==> src/rtl/core/pal_pkg.sv <==
`timescale 1ns / 1ps

package pal_pkg;

	localparam int WORD_W   = 32;
	localparam int POS_W    = 8;
	localparam int CMD_W    = 3;
	localparam int STATUS_W = 2;
	localparam int COUNT_W  = 8;

	// Command codes; codes five to seven are no-ops.
	typedef enum logic [CMD_W-1:0] {
		CMD_CLEAR  = 3'd0,
		CMD_INSERT = 3'd1,
		CMD_APPEND = 3'd2,
		CMD_DELETE = 3'd3,
		CMD_READ   = 3'd4
	} cmd_t;

	typedef enum logic [STATUS_W-1:0] {
		ST_OK       = 2'd0,
		ST_OVERFLOW = 2'd1,
		ST_BADPOS   = 2'd2
	} status_t;

	// Operation broadcast to every cell of the row for one cycle.
	typedef struct packed {
		logic ins;
		logic del;
		logic wr;
		logic rd;
	} cell_op_t;

endpackage

==> src/rtl/core/pal_cell.sv <==
`timescale 1ns / 1ps

module pal_cell #(
	parameter int SEL_W = 8,
	parameter int IDX   = 0
) (
	input  logic                      clk,
	input  pal_pkg::cell_op_t         op,
	input  logic [SEL_W-1:0]          sel,
	input  logic [pal_pkg::WORD_W-1:0] value,
	input  logic [pal_pkg::WORD_W-1:0] prev_word,
	input  logic [pal_pkg::WORD_W-1:0] next_word,
	output logic [pal_pkg::WORD_W-1:0] word,
	output logic [pal_pkg::WORD_W-1:0] tap
);
	import pal_pkg::*;

	logic [WORD_W-1:0] word_q;
	logic [WORD_W-1:0] word_nxt;
	logic              hit;
	logic              above;

	assign hit   = (sel == SEL_W'(IDX));
	assign above = (SEL_W'(IDX) > sel);

	// Insert moves entries above the target up, delete pulls the target
	// and everything above it down from the right-hand neighbor.
	always_comb begin
		word_nxt = word_q;
		if (op.wr && hit) begin
			word_nxt = value;
		end else if (op.ins && above) begin
			word_nxt = prev_word;
		end else if (op.del && (above || hit)) begin
			word_nxt = next_word;
		end
	end

	always_ff @(posedge clk) begin
		word_q <= word_nxt;
	end

	assign word = word_q;
	assign tap  = (op.rd && hit) ? word_q : '0;

endmodule

==> config.mk <==
export PLATFORM = sky130hd
export DESIGN_NAME = pal_cell
export DESIGN_NICKNAME = d
export VERILOG_FILES = /design/src/rtl/core/pal_pkg.sv /design/src/rtl/core/pal_cell.sv
export SDC_FILE = /design/constraint.sdc
export NUM_CORES = 1
export LEC_CHECK = 0
export BUFFER_PORTS_ARGS = -buffer_cell sky130_fd_sc_hd__clkbuf_2
export CAP_MARGIN = 20
export CORE_ASPECT_RATIO = 0.6
export CORE_MARGIN = 10
export CORE_UTILIZATION = 36
export DETAILED_ROUTE_END_ITERATION = 6
export PLACE_DENSITY = 0.9
export RECOVER_POWER = 100
export SLEW_MARGIN = 10
export SYNTH_ARGS = -nofsm -noshare
export SYNTH_HDL_FRONTEND = slang
export SYNTH_SLANG_ARGS = --single-unit
==> constraint.sdc <==
create_clock -name clk -period 1.9 [get_ports clk]
set_input_delay 0.095 -clock clk [delete_from_list [all_inputs] [get_ports clk]]
set_output_delay 0.095 -clock clk [all_outputs]
set_load 0.005 [all_outputs]
==> flow_summary.rst, run 1 <==
.. list-table::
   :header-rows: 1

   * - Metric
     - Value
   * - Number of max-slew violations in the final report
     - 0
   * - Placed cell areas
     - 0.00250 mm2
   * - Clock tree from TritonCTS
     - built
   * - Final design instance area without fill
     - 0.00239 mm2
   * - Synthesis Warnings
     - 0
   * - CP Capture Type
     - output port
   * - # H-tree levels
     - 2
   * - Post-route DRC
     - 0
   * - Area of the mapped netlist
     - 0.00173 mm2
   * - Layout overhead on the synthesized area
     - 38.3%
   * - Fmax achieved
     - 652 MHz
   * - Met1 wire length
     - between 1500 and 2000 um
   * - Die width
     - between 100 and 150 um
   * - Number of buffers added to fix hold violations after cts
     - 0
   * - Drt wl/cell
     - 16.4 um
   * - Period Utilization, post-route
     - 0.807
   * - Run status
     - completed
   * - Hpwl dp
     - around 4400 um
   * - Final hold violations
     - 0
   * - Deepest clock path buffer count
     - 2
   * - Grt ovf
     - 0
   * - Fraction of the core area covered by cells at the end of the flow
     - 0.519
   * - Setup crit start kind
     - input pin
   * - Power after layout
     - 1340 uW
   * - Syn_area_per_cell
     - 16.2 um2
   * - Crit-path max cell delay
     - around 0.55 ns
   * - Uppermost signal routing layer after detailed routing
     - met4
   * - Clock tree root buffer cell
     - sky130_fd_sc_hd__clkbuf_8
   * - Routed Antenna Nets
     - 0
   * - Sequential cell area fraction in the yosys report
     - 0.555
   * - Post-layout nets
     - ~360
   * - Worst hold path class
     - in -> reg
   * - Slew at the pin closest to its max-slew limit
     - 0.760 ns
   * - Max-cap violations
     - 0
   * - Ant. Diodes
     - 0
   * - DR vias
     - ~1.4k
   * - Rows
     - 19
   * - Pwr/cell area
     - 559 mW/mm2
   * - Initial Util
     - 0.375
   * - Die height
     - 73.7 um
   * - Area of the core
     - roughly 0.0046 mm2
   * - Post-cts sizing count
     - 0
   * - Count of distinct cell types in the synthesized netlist
     - 10
   * - Crit path time final
     - 1.53 ns
   * - Total GRT Usage
     - 0.123
   * - Final WL
     - 5130 um
   * - Instance count of the mapped netlist
     - 107
   * - Data required time of the worst path
     - 1.80 ns
   * - Share of post-route cells with drive strength above 1
     - 0.460
   * - Die outline area
     - 0.00807 mm2
   * - Max-Slew Margin vs Limit
     - 0.494
   * - Library cell contributing the largest single delay on the critical path
     - sky130_fd_sc_hd__and3_2
   * - Nets in the synthesized netlist
     - 216
   * - Placer congestion estimate
     - a little under 0.9
   * - Cell depth of the worst hold path
     - 2
   * - Detail Route met2 WL
     - around 2600 um
   * - Initial DRC Count
     - 32
   * - Largest net degree at the start of global routing
     - 33
   * - Clock transition time at the flip-flop clock pins of the worst setup and hold paths
     - 0.06 ns
   * - Crit path arrival time
     - 1.44 ns
   * - Buffer count from post-CTS setup fixing
     - 0
   * - #FFs+latches synth
     - 32
   * - First-pass iteration count of the detailed router
     - 3
   * - Total negative slack
     - 0 ns
   * - Type of the setup path with the least slack
     - in -> out
   * - Num CTS Buffers
     - 5
   * - Number of vias per cell
     - 4.43
   * - Max FO, Critical Path
     - 32
   * - Final setup violation count
     - 0
   * - Clock sink count
     - 32
   * - IR drop worst, VDD
     - 0.221 mV
   * - Number of top-level pins
     - 173
   * - Metal3 WL
     - between 500 and 600 um
   * - First-pass GRT wire length
     - 7910 um
   * - RSZ-0062 raised after global routing
     - false
   * - # port buffers
     - 139
   * - Ordered cell list for the critical path
     - clkbuf_2 > nor4_2 > and3_2 > and2_0 > clkbuf_2
   * - Final std cells w/o fill
     - 313
   * - Number of antenna violations at the first check in global routing
     - 0
   * - CP dominant cell by count
     - sky130_fd_sc_hd__clkbuf_2
   * - Total instance count after detailed placement
     - roughly 300
   * - Max FFs per register
     - 32
   * - Leakage power
     - 0.00105 uW
   * - Via count of the first global-routing pass
     - 1534
==> cell type report <==
| class | instances | area, um2 |
|---|---|---|
| Timing Repair Buffer | 142 | 662 |
| Clock buffer | 5 | 68.8 |
| Multi-Input combinational cell | 69 | 617 |
| Tap cell | 63 | 78.8 |
| Sequential cell | 32 | 961 |
| Fill cell | 452 | 2220 |
| Clock inverter | 2 | 7.51 |
==> path summary, 6_finish.rpt <==
path | startpoint | to | slack (ns)
setup / recovery | sel[5] | tap[14] | 0.37
hold / removal | value[2] | word[2] | 0.11
==> per-stage QoR <==
stage | setup WS [ns] | hold slack (ns)
floorplan | 0.281 | 0.312
global placement | 0.314 | 0.397
CTS | 0.369 | 0.115
finish | 0.367 | 0.111
detailed placement | 0.328 | 0.400
global route | 0.178 | 0.0987
==> cell usage after synthesis <==
master | number | share of area
sky130_fd_sc_hd__mux2_4 | 30 | 0.26
sky130_fd_sc_hd__and3_2 | 1 | 0.0043
sky130_fd_sc_hd__and2_1 | 32 | 0.12
sky130_fd_sc_hd__buf_6 | 3 | 0.020
sky130_fd_sc_hd__clkbuf_1 | 3 | 0.0065
sky130_fd_sc_hd__nand3_2 | 1 | 0.0058
sky130_fd_sc_hd__nor4_2 | 2 | 0.014
sky130_fd_sc_hd__o211a_1 | 1 | 0.0058
sky130_fd_sc_hd__edfxtp_1 | 32 | 0.55
sky130_fd_sc_hd__mux2_2 | 2 | 0.013
==> critical path, delay by kind of cell <==
kind / cells / cell delay (ns)
and+or+nand+nor: 3 / 1.12
buffers and inverters: 2 / 0.22
==> layer usage <==
layer / track usage / up-vias
li1: - / 673
met1: 0.128 / 645
met2: 0.223 / 66
met3: 0.0480 / 2
met4: 0.0388 / 0
met5: 0 / -
==> layout by cell type, fill, tap and decap left out <==
cell type / netlist / layout
sky130_fd_sc_hd__and2_0: 0 / 17
sky130_fd_sc_hd__and2_1: 32 / 15
sky130_fd_sc_hd__and3_2: 1 / 1
sky130_fd_sc_hd__clkbuf_1: 3 / 39
sky130_fd_sc_hd__clkbuf_2: 0 / 103
sky130_fd_sc_hd__clkbuf_8: 0 / 5
sky130_fd_sc_hd__clkinv_1: 0 / 2
sky130_fd_sc_hd__edfxtp_1: 32 / 32
sky130_fd_sc_hd__mux2_1: 0 / 29
sky130_fd_sc_hd__mux2_2: 2 / 2
sky130_fd_sc_hd__mux2_4: 30 / 1
sky130_fd_sc_hd__nand3_2: 1 / 1
sky130_fd_sc_hd__nor4_2: 2 / 2
sky130_fd_sc_hd__o211a_1: 1 / 1
==> logic make-up after synthesis <==
group / synth area share
DFF: 0.555
buffers and inverters: 0.0260
muxes: 0.273
and+or+nand+nor: 0.140
AOI/OAI and AO/OA: 0.00578
==> report_power, final <==
part | internal (uW) | leakage (uW) | switching [uW]
clock network | 241 | 0.0000391 | 206
logic | 76.0 | 0.000722 | 35.7
registers | 779 | 0.000288 | 0.922
No activity file was read; power rests on OpenSTA's default activity.
==> run 2, diff against run 1 <==
--- a/config.mk
+++ b/config.mk
@@ -9,9 +9,9 @@
 export CAP_MARGIN = 20
 export CORE_ASPECT_RATIO = 0.6
 export CORE_MARGIN = 10
-export CORE_UTILIZATION = 36
+export CORE_UTILIZATION = 32
 export DETAILED_ROUTE_END_ITERATION = 6
-export PLACE_DENSITY = 0.9
+export PLACE_DENSITY = 0.85
 export RECOVER_POWER = 100
 export SLEW_MARGIN = 10
 export SYNTH_ARGS = -nofsm -noshare
==> constraint.sdc (replaced) <==
create_clock -name clk -period 1.3 [get_ports clk]
set_input_delay 0.065 -clock clk [delete_from_list [all_inputs] [get_ports clk]]
set_output_delay 0.065 -clock clk [all_outputs]
set_load 0.005 [all_outputs]
==> flow_summary.rst, run 2 (synthesis gave the netlist of run 1 again) <==
.. list-table::
   :header-rows: 1

   * - Metric
     - Value
   * - Placer congestion estimate
     - 0.781 (was 0.893)
   * - Crit-path max cell delay
     - 0.30 ns (was 0.55 ns)
   * - Highest-count cells in the layout ignoring fill and taps
     - sky130_fd_sc_hd__clkbuf_2, sky130_fd_sc_hd__edfxtp_1, sky130_fd_sc_hd__clkbuf_1, sky130_fd_sc_hd__mux2_4, sky130_fd_sc_hd__buf_6 (was sky130_fd_sc_hd__clkbuf_2, sky130_fd_sc_hd__clkbuf_1, sky130_fd_sc_hd__edfxtp_1, sky130_fd_sc_hd__mux2_1, sky130_fd_sc_hd__and2_0)
   * - Number of buffers added to fix hold violations after cts
     - 0 (unchanged)
   * - Cell depth of the worst hold path
     - 2 (unchanged)
   * - Drt wl/cell
     - 18.5 um (was 16.4 um)
   * - Min-delay src
     - next_word[30] (was value[2])
   * - Library cell contributing the largest single delay on the critical path
     - sky130_fd_sc_hd__nor4_4 (was sky130_fd_sc_hd__and3_2)
   * - Final worst-path setup slack
     - -0.0318 ns (was 0.367 ns)
   * - Worst hold path class
     - in -> reg (unchanged)
   * - CP dominant cell by count
     - sky130_fd_sc_hd__buf_6 (was sky130_fd_sc_hd__clkbuf_2)
   * - Count of buffer and inverter cells on the critical path
     - 4 (was 2)
   * - Leakage power
     - 0.00139 uW (was 0.00105 uW)
   * - Area of the core
     - 0.00515 mm2 (was 0.00461 mm2)
   * - Max FFs per register
     - 32 (unchanged)
   * - Final std cells w/o fill
     - 328 (was 313)
   * - Final hold violations
     - 0 (unchanged)
   * - Number of top-level pins
     - 173 (unchanged)
   * - Grt ovf
     - 0 (unchanged)
   * - Initial Util
     - 0.336 (was 0.375)
   * - Via count of the first global-routing pass
     - 1602 (was 1534)
   * - Fraction of the core area covered by cells at the end of the flow
     - 0.553 (was 0.519)
   * - Slew at the pin closest to its max-slew limit
     - 0.317 ns (was 0.760 ns)
   * - Hpwl dp
     - 4700 um (was 4390 um)
   * - Clock transition time at the flip-flop clock pins of the worst setup and hold paths
     - 0.06 ns (about the same)
   * - Number of antenna violations at the first check in global routing
     - 0 (unchanged)
   * - Type of the setup path with the least slack
     - in -> out (unchanged)
   * - Power after layout
     - 2070 uW (was 1340 uW)
   * - Initial DRC Count
     - 58 (was 32)
   * - Number of vias per cell
     - 4.43 (about the same)
   * - Busiest layer in global routing
     - met2 (unchanged)
   * - Ant. Diodes
     - 0 (unchanged)
   * - Rows
     - 20 (was 19)
   * - Max-cap violations
     - 0 (unchanged)
   * - Max-Slew Margin vs Limit
     - 0.789 (was 0.494)
   * - First-pass GRT wire length
     - 8530 um (was 7910 um)
   * - Die width
     - 115 um (was 110 um)
   * - Capture endpoint of the worst hold path
     - word[30] (was word[2])
   * - Crit path time final
     - 1.33 ns
   * - Fmax achieved
     - 751 MHz
   * - Max FO, Critical Path
     - 7 (was 32)
   * - Ordered cell list for the critical path
     - buf_6 > nor4_4 > buf_4 > and3_4 > clkbuf_16 > and2_4 > buf_6 (was clkbuf_2 > nor4_2 > and3_2 > and2_0 > clkbuf_2)
   * - DR vias
     - 1453 (was 1386)
   * - Global routing usage on met1
     - 0.118 (was 0.128)
   * - Run status
     - complete, but fails checks (was completed)
   * - Most frequent standard cell in the layout excluding fill and tap cells
     - sky130_fd_sc_hd__clkbuf_2 (unchanged)
   * - # port buffers
     - 139 (unchanged)
   * - First-pass iteration count of the detailed router
     - 4 (was 3)
   * - Routed Antenna Nets
     - 0 (unchanged)
   * - Final WL
     - 6080 um (was 5130 um)
   * - Final setup violation count
     - 31 (was 0)
   * - Number of max-slew violations in the final report
     - 0 (unchanged)
   * - # H-tree levels
     - 2 (unchanged)
   * - Pwr/cell area
     - 725 mW/mm2 (was 559 mW/mm2)
   * - Met2 Usage GRT
     - 0.221 (was 0.223)
   * - GR Layer Usage met3
     - 0.0536 (was 0.0480)
   * - Placed cell areas
     - 0.00262 mm2 (was 0.00250 mm2)
   * - Worst path top cell family by delay
     - simple AND/OR/NAND/NOR gates (unchanged)
   * - Layout overhead on the synthesized area
     - 64.7% (was 38.3%)
   * - Post-route DRC
     - 0 (unchanged)
   * - Total negative slack
     - -0.457 ns (was 0 ns)
   * - Final design instance area without fill
     - 0.00285 mm2 (was 0.00239 mm2)
   * - Setup crit start kind
     - input pin (unchanged)
   * - Clock tree root buffer cell
     - sky130_fd_sc_hd__clkbuf_8 (unchanged)
   * - Num CTS Buffers
     - 5 (unchanged)
   * - Total GRT Usage
     - 0.121 (was 0.123)
   * - Period Utilization, post-route
     - 1.02
   * - Deepest clock path buffer count
     - 2 (unchanged)
   * - Crit path arrival time
     - 1.27 ns (was 1.44 ns)
   * - Die outline area
     - 0.00885 mm2 (was 0.00807 mm2)
   * - Die height
     - 77.0 um (was 73.7 um)
   * - Clock tree from TritonCTS
     - built (unchanged)
   * - CP Capture Type
     - output port (unchanged)
   * - RSZ-0062 raised after global routing
     - true (was false)
   * - Clock sink count
     - 32 (unchanged)
   * - Violated checks
     - negative setup slack
   * - Number of fill cells
     - 457 (was 452)
   * - Data required time of the worst path
     - 1.24 ns (was 1.80 ns)
   * - IR drop worst, VDD
     - 0.383 mV (was 0.221 mV)
   * - Largest net degree at the start of global routing
     - 27 (was 33)
   * - Total instance count after detailed placement
     - 315 (was 306)
   * - Post-layout nets
     - 371 (was 359)
   * - Launching instance or port of the critical path
     - sel[2] (was sel[5])
   * - Share of post-route cells with drive strength above 1
     - 0.695 (was 0.460)
-- run 2: changes by cell type in the layout (fill, tap and decap cells not counted), moves of 9 or more --
| cell | delta |
|---|---|
| sky130_fd_sc_hd__mux2_1 | -26 |
| sky130_fd_sc_hd__clkbuf_1 | -11 |
| sky130_fd_sc_hd__clkbuf_2 | -13 |
| sky130_fd_sc_hd__mux2_4 | +26 |
| sky130_fd_sc_hd__and2_4 | +16 |
| sky130_fd_sc_hd__and2_0 | -17 |
| sky130_fd_sc_hd__buf_6 | +17 |
| sky130_fd_sc_hd__buf_4 | +9 |
-- run 2: per-layer routing --
metal | vias up | share of wire
li1 | 696 | -
met1 | 668 | 0.36
met4 | 0 | 0.014
met3 | 9 | 0.11
met5 | - | 0
met2 | 80 | 0.51
-- run 2: through the flow --
step,hold WS [ns],setup slack [ns]
finish,0.0777,-0.0318
floorplan,0.282,-0.00332
detailed placement,0.369,-0.170
global route,0.0738,-0.0808
global placement,0.367,-0.0992
CTS,0.0765,-0.0204
-- run 2: how the worst max path moves through the flow --
| stage | slack, ns | cells past startpoint | end |
|---|---|---|---|
| 6_report | -0.03 | 7 | tap[8] |
| 5_1_grt | -0.08 | 7 | tap[25] |
| 4_1_cts | -0.02 | 7 | tap[9] |
| 3_5_place_dp | -0.17 | 5 | word[8] |
| 3_3_place_gp | -0.1 | 5 | word[5] |
| 2_1_floorplan | -0.003 | 4 | word[10] |
-- run 2: layout make-up --
class	instances	area [um2]	share of cell area
flip-flops and latches	32	961	0.337
clock inverters	1	5.00	0.00175
repair buffers	154	956	0.335
clock buffers	6	72.6	0.0254
multi-input cells	69	776	0.272
well taps	66	82.6	0.0289
-- run 2: what timing repair did --
action / CTS / global route
cloned: 0 / 2
setup buffers: 2 / 2
setup endpoints to repair: 32 / 32
gates resized for setup: 1 / 48
pin swaps: 1 / 13
-- run 2: where the power goes --
group          internal [uW]  switching, uW
Combinational            159           66.8
Clock                    363            341
Sequential              1140           1.50
==> run 3, diff against run 2 <==
--- a/config.mk
+++ b/config.mk
@@ -5,6 +5,7 @@
 export SDC_FILE = /design/constraint.sdc
 export NUM_CORES = 1
 export LEC_CHECK = 0
+export ABC_AREA = 1
 export BUFFER_PORTS_ARGS = -buffer_cell sky130_fd_sc_hd__clkbuf_2
 export CAP_MARGIN = 20
 export CORE_ASPECT_RATIO = 0.6
==> flow_summary.rst, run 3 <==
.. list-table::
   :header-rows: 1

   * - Metric
     - Value
   * - Multi-input gate area
     - 569 um2 (was 776 um2)
   * - IR drop worst, VDD
     - 0.361 mV (was 0.383 mV)
   * - Fmax achieved
     - 871 MHz (was 751 MHz)
   * - Drt wl/cell
     - 14.6 um (was 18.5 um)
   * - Share of total power in combinational logic
     - 0.086 (was 0.109)
   * - DR vias
     - 1900 (was 1453)
   * - Largest net degree at the start of global routing
     - 23 (was 27)
   * - Instance count of the mapped netlist
     - 215 (was 107)
   * - Max FFs per register
     - 32 (unchanged)
   * - Post-route DRC
     - 0 (unchanged)
   * - Part of the total power dissipated in sequential elements
     - 0.505 (was 0.551)
   * - Placer congestion estimate
     - 0.742 (was 0.781)
   * - Met2 Usage GRT
     - 0.225 (was 0.221)
   * - Run status
     - completed (was complete, but fails checks)
   * - Data required time of the worst path
     - 1.29 ns (was 1.24 ns)
   * - Final std cells w/o fill
     - 428 (was 328)
   * - Main flop type after synthesis
     - sky130_fd_sc_hd__edfxtp_1 (unchanged)
   * - #FFs+latches synth
     - 32 (unchanged)
   * - Number of vias per cell
     - 4.44 (was 4.43)
   * - Most frequent cell after synthesis
     - sky130_fd_sc_hd__nand2_1
   * - RSZ-0062 raised after global routing
     - false (was true)
   * - Number of fill cells
     - 527 (was 457)
   * - Syn_area_per_cell
     - 8.00 um2 (was 16.2 um2)
   * - Initial Util
     - 0.335 (was 0.336)
   * - Rows
     - 20 (unchanged)
   * - Final hold violations
     - 0 (unchanged)
   * - Deepest clock path buffer count
     - 2 (unchanged)
   * - Die width
     - 115 um (about the same)
   * - Type of the setup path with the least slack
     - in -> reg (was in -> out)
   * - Crit path time final
     - 1.15 ns (was 1.33 ns)
   * - Slew at the pin closest to its max-slew limit
     - 0.367 ns (was 0.317 ns)
   * - Placed cell areas
     - 0.00258 mm2 (was 0.00262 mm2)
   * - Period Utilization, post-route
     - 0.883 (was 1.02)
   * - Worst hold path class
     - in -> reg (unchanged)
   * - Setup crit start kind
     - input pin (unchanged)
   * - Number of enable flip-flop cells after synthesis
     - 32 (unchanged)
   * - Die outline area
     - 0.00880 mm2 (was 0.00885 mm2)
   * - Max-cap violations
     - 0 (unchanged)
   * - Via count of the first global-routing pass
     - 2014 (was 1602)
   * - Clock sink count
     - 32 (unchanged)
   * - First-pass iteration count of the detailed router
     - 4 (unchanged)
   * - Global routing usage on met1
     - 0.147 (was 0.118)
   * - Post-layout nets
     - 470 (was 371)
   * - Hpwl dp
     - 5190 um (was 4700 um)
   * - Area of the mapped netlist
     - 0.00172 mm2 (was 0.00173 mm2)
   * - Internal power
     - 1810 uW (was 1660 uW)
   * - Share of flip-flops with an asynchronous set or reset
     - 0 (unchanged)
   * - Buffer count from post-CTS setup fixing
     - 0 (was 2)
   * - Nets in the synthesized netlist
     - 324 (was 216)
   * - Final setup violation count
     - 0 (was 31)
   * - Leakage power
     - 0.00136 uW (was 0.00139 uW)
   * - Die height
     - 76.8 um (was 77.0 um)
   * - Routed Antenna Nets
     - 0 (unchanged)
   * - Sequential cell area fraction in the yosys report
     - 0.559 (was 0.555)
   * - Switching share of power
     - 0.196 (was 0.198)
   * - Number of antenna violations at the first check in global routing
     - 0 (unchanged)
   * - Clock tree from TritonCTS
     - built (unchanged)
   * - GR Layer Usage met3
     - 0.0761 (was 0.0536)
   * - Ordered cell list for the critical path
     - clkbuf_2 > nor2_1 > nand2_1 > nor2_4 > buf_4 > o21a_1 > buf_12 (was buf_6 > nor4_4 > buf_4 > and3_4 > clkbuf_16 > and2_4 > buf_6)
   * - Final worst-path setup slack
     - 0.152 ns (was -0.0318 ns)
   * - Synthesis Warnings
     - 0 (unchanged)
   * - Post-cts sizing count
     - 0 (was 1)
   * - Crit path arrival time
     - 1.14 ns (was 1.27 ns)
   * - Crit-path max cell delay
     - 0.30 ns (about the same)
   * - Share of post-route cells with drive strength above 1
     - 0.301 (was 0.695)
   * - Library cell contributing the largest single delay on the critical path
     - sky130_fd_sc_hd__o21a_1 (was sky130_fd_sc_hd__nor4_4)
   * - Max FO, Critical Path
     - 11 (was 7)
   * - Portion of synthesized cell area occupied by the leading cell type
     - 0.559 (was 0.555)
   * - Final design instance area without fill
     - 0.00260 mm2 (was 0.00285 mm2)
   * - Register cell area after layout
     - 961 um2 (unchanged)
   * - Count of distinct cell types in the synthesized netlist
     - 11 (was 10)
   * - Setup Slack @ Placement
     - -0.0417 ns (was -0.170 ns)
   * - Initial DRC Count
     - 75 (was 58)
   * - Most frequent standard cell in the layout excluding fill and tap cells
     - sky130_fd_sc_hd__clkbuf_2 (unchanged)
   * - Num CTS Buffers
     - 5 (unchanged)
   * - Clock transition time at the flip-flop clock pins of the worst setup and hold paths
     - 0.07 ns (was 0.06 ns)
   * - Leading post-synthesis cells by cell area
     - sky130_fd_sc_hd__edfxtp_1, sky130_fd_sc_hd__nand2_1, sky130_fd_sc_hd__nand3_1 (was sky130_fd_sc_hd__edfxtp_1, sky130_fd_sc_hd__mux2_4, sky130_fd_sc_hd__and2_1)
   * - Largest area contributor in the netlist
     - sky130_fd_sc_hd__edfxtp_1 (unchanged)
   * - Number of top-level pins
     - 173 (unchanged)
   * - Grt ovf
     - 0 (unchanged)
   * - Relative contribution of the clock network to total power
     - 0.410 (was 0.340)
   * - # H-tree levels
     - 2 (unchanged)
   * - Clock tree root buffer cell
     - sky130_fd_sc_hd__clkbuf_8 (unchanged)
   * - Total negative slack
     - 0 ns (was -0.457 ns)
   * - Busiest layer in global routing
     - met2 (unchanged)
   * - Total GRT Usage
     - 0.136 (was 0.121)
   * - Highest-count cells in the layout ignoring fill and taps
     - sky130_fd_sc_hd__clkbuf_2, sky130_fd_sc_hd__nand2_1, sky130_fd_sc_hd__clkbuf_1, sky130_fd_sc_hd__nor2_1 (was sky130_fd_sc_hd__clkbuf_2, sky130_fd_sc_hd__edfxtp_1, sky130_fd_sc_hd__clkbuf_1, sky130_fd_sc_hd__mux2_4, sky130_fd_sc_hd__buf_6)
   * - First-pass GRT wire length
     - 9730 um (was 8530 um)
   * - Layout overhead on the synthesized area
     - 51.2% (was 64.7%)
   * - Number of buffers added to fix hold violations after cts
     - 0 (unchanged)
   * - Final WL
     - 6260 um (was 6080 um)
   * - Ant. Diodes
     - 0 (unchanged)
   * - Total instance count after detailed placement
     - 419 (was 315)
   * - Pwr/cell area
     - 868 mW/mm2 (was 725 mW/mm2)
   * - Number of max-slew violations in the final report
     - 0 (unchanged)
   * - Area of the core
     - 0.00513 mm2 (was 0.00515 mm2)
   * - Max-Slew Margin vs Limit
     - 0.756 (was 0.789)
   * - CP Capture Type
     - register (was output port)
   * - Top post-synthesis cells by count
     - sky130_fd_sc_hd__nand2_1, sky130_fd_sc_hd__nor2_1, sky130_fd_sc_hd__edfxtp_1, sky130_fd_sc_hd__inv_1, sky130_fd_sc_hd__nand3_1 (was sky130_fd_sc_hd__and2_1, sky130_fd_sc_hd__edfxtp_1, sky130_fd_sc_hd__mux2_4, sky130_fd_sc_hd__buf_6, sky130_fd_sc_hd__clkbuf_1)
   * - Reported net switching power
     - 443 uW (was 409 uW)
   * - # port buffers
     - 139 (unchanged)
[run 3: cell types whose count changed in the layout (fill, tap and decap cells not counted), moves of 2 or more]
cell,previous run,this run
sky130_fd_sc_hd__nand2_1,0,68
sky130_fd_sc_hd__nor2_1,0,36
sky130_fd_sc_hd__buf_4,9,7
sky130_fd_sc_hd__inv_1,0,32
sky130_fd_sc_hd__nor4_4,2,0
sky130_fd_sc_hd__and2_4,16,0
sky130_fd_sc_hd__clkbuf_1,28,52
sky130_fd_sc_hd__and2_1,16,0
sky130_fd_sc_hd__mux2_1,3,0
sky130_fd_sc_hd__mux2_2,2,0
sky130_fd_sc_hd__buf_2,5,1
sky130_fd_sc_hd__buf_6,17,0
sky130_fd_sc_hd__mux2_4,27,0
sky130_fd_sc_hd__nand3_1,0,32
[run 3: per-stage QoR]
| stage | hold WS (ns) | utilization | total power [uW] |
|---|---|---|---|
| floorplan | 0.244 | - | 1220 |
| global placement | 0.331 | 0.503 | 1350 |
| detailed placement | 0.336 | 0.503 | 1360 |
| CTS | 0.0430 | 0.524 | 2300 |
| global route | 0.0439 | 0.507 | 2370 |
| finish | 0.0536 | 0.507 | 2260 |
[run 3: path summary, 6_finish.rpt]
path                      start       end  slack (ns)  cells past startpoint
setup / recovery         sel[7]  word[10]        0.15                      7
hold / removal    next_word[14]  word[14]        0.05                      3
[run 3: area by class of cell]
type / instances / share of cell area
sequential: 32 / 0.370
clock inverter: 2 / 0.0135
tap: 66 / 0.0318
timing repair buffer: 152 / 0.292
multi-input combinational: 138 / 0.219
inverter: 32 / 0.0462
clock buffer: 6 / 0.0279
[run 3: power by group through the flow]
stage	Sequential (uW)	Combinational, uW	Clock [uW]
finish	1140	193	925
global route	1140	219	1020
CTS	1140	198	967
detailed placement	1160	198	0
global placement	1160	189	0
floorplan	1160	62.3	0
[run 3: cells by family after synthesis]
logic type,after synthesis,synth area share
buf+inv,45,0.107
flops,32,0.559
compound gates,1,0.00437
simple gates,137,0.330
[run 3: routing by layer]
metal	share of wire	vias up
met5	0	-
met4	0.0067	0
met3	0.14	4
met2	0.47	98
met1	0.39	841
li1	-	957
[run 3: worst max-delay path, delay by kind of cell]
family / cells / cell delay (ns)
buffers and inverters: 3 / 0.40
AND/OR/NAND/NOR: 3 / 0.37
AO/OA/AOI/OAI: 1 / 0.30
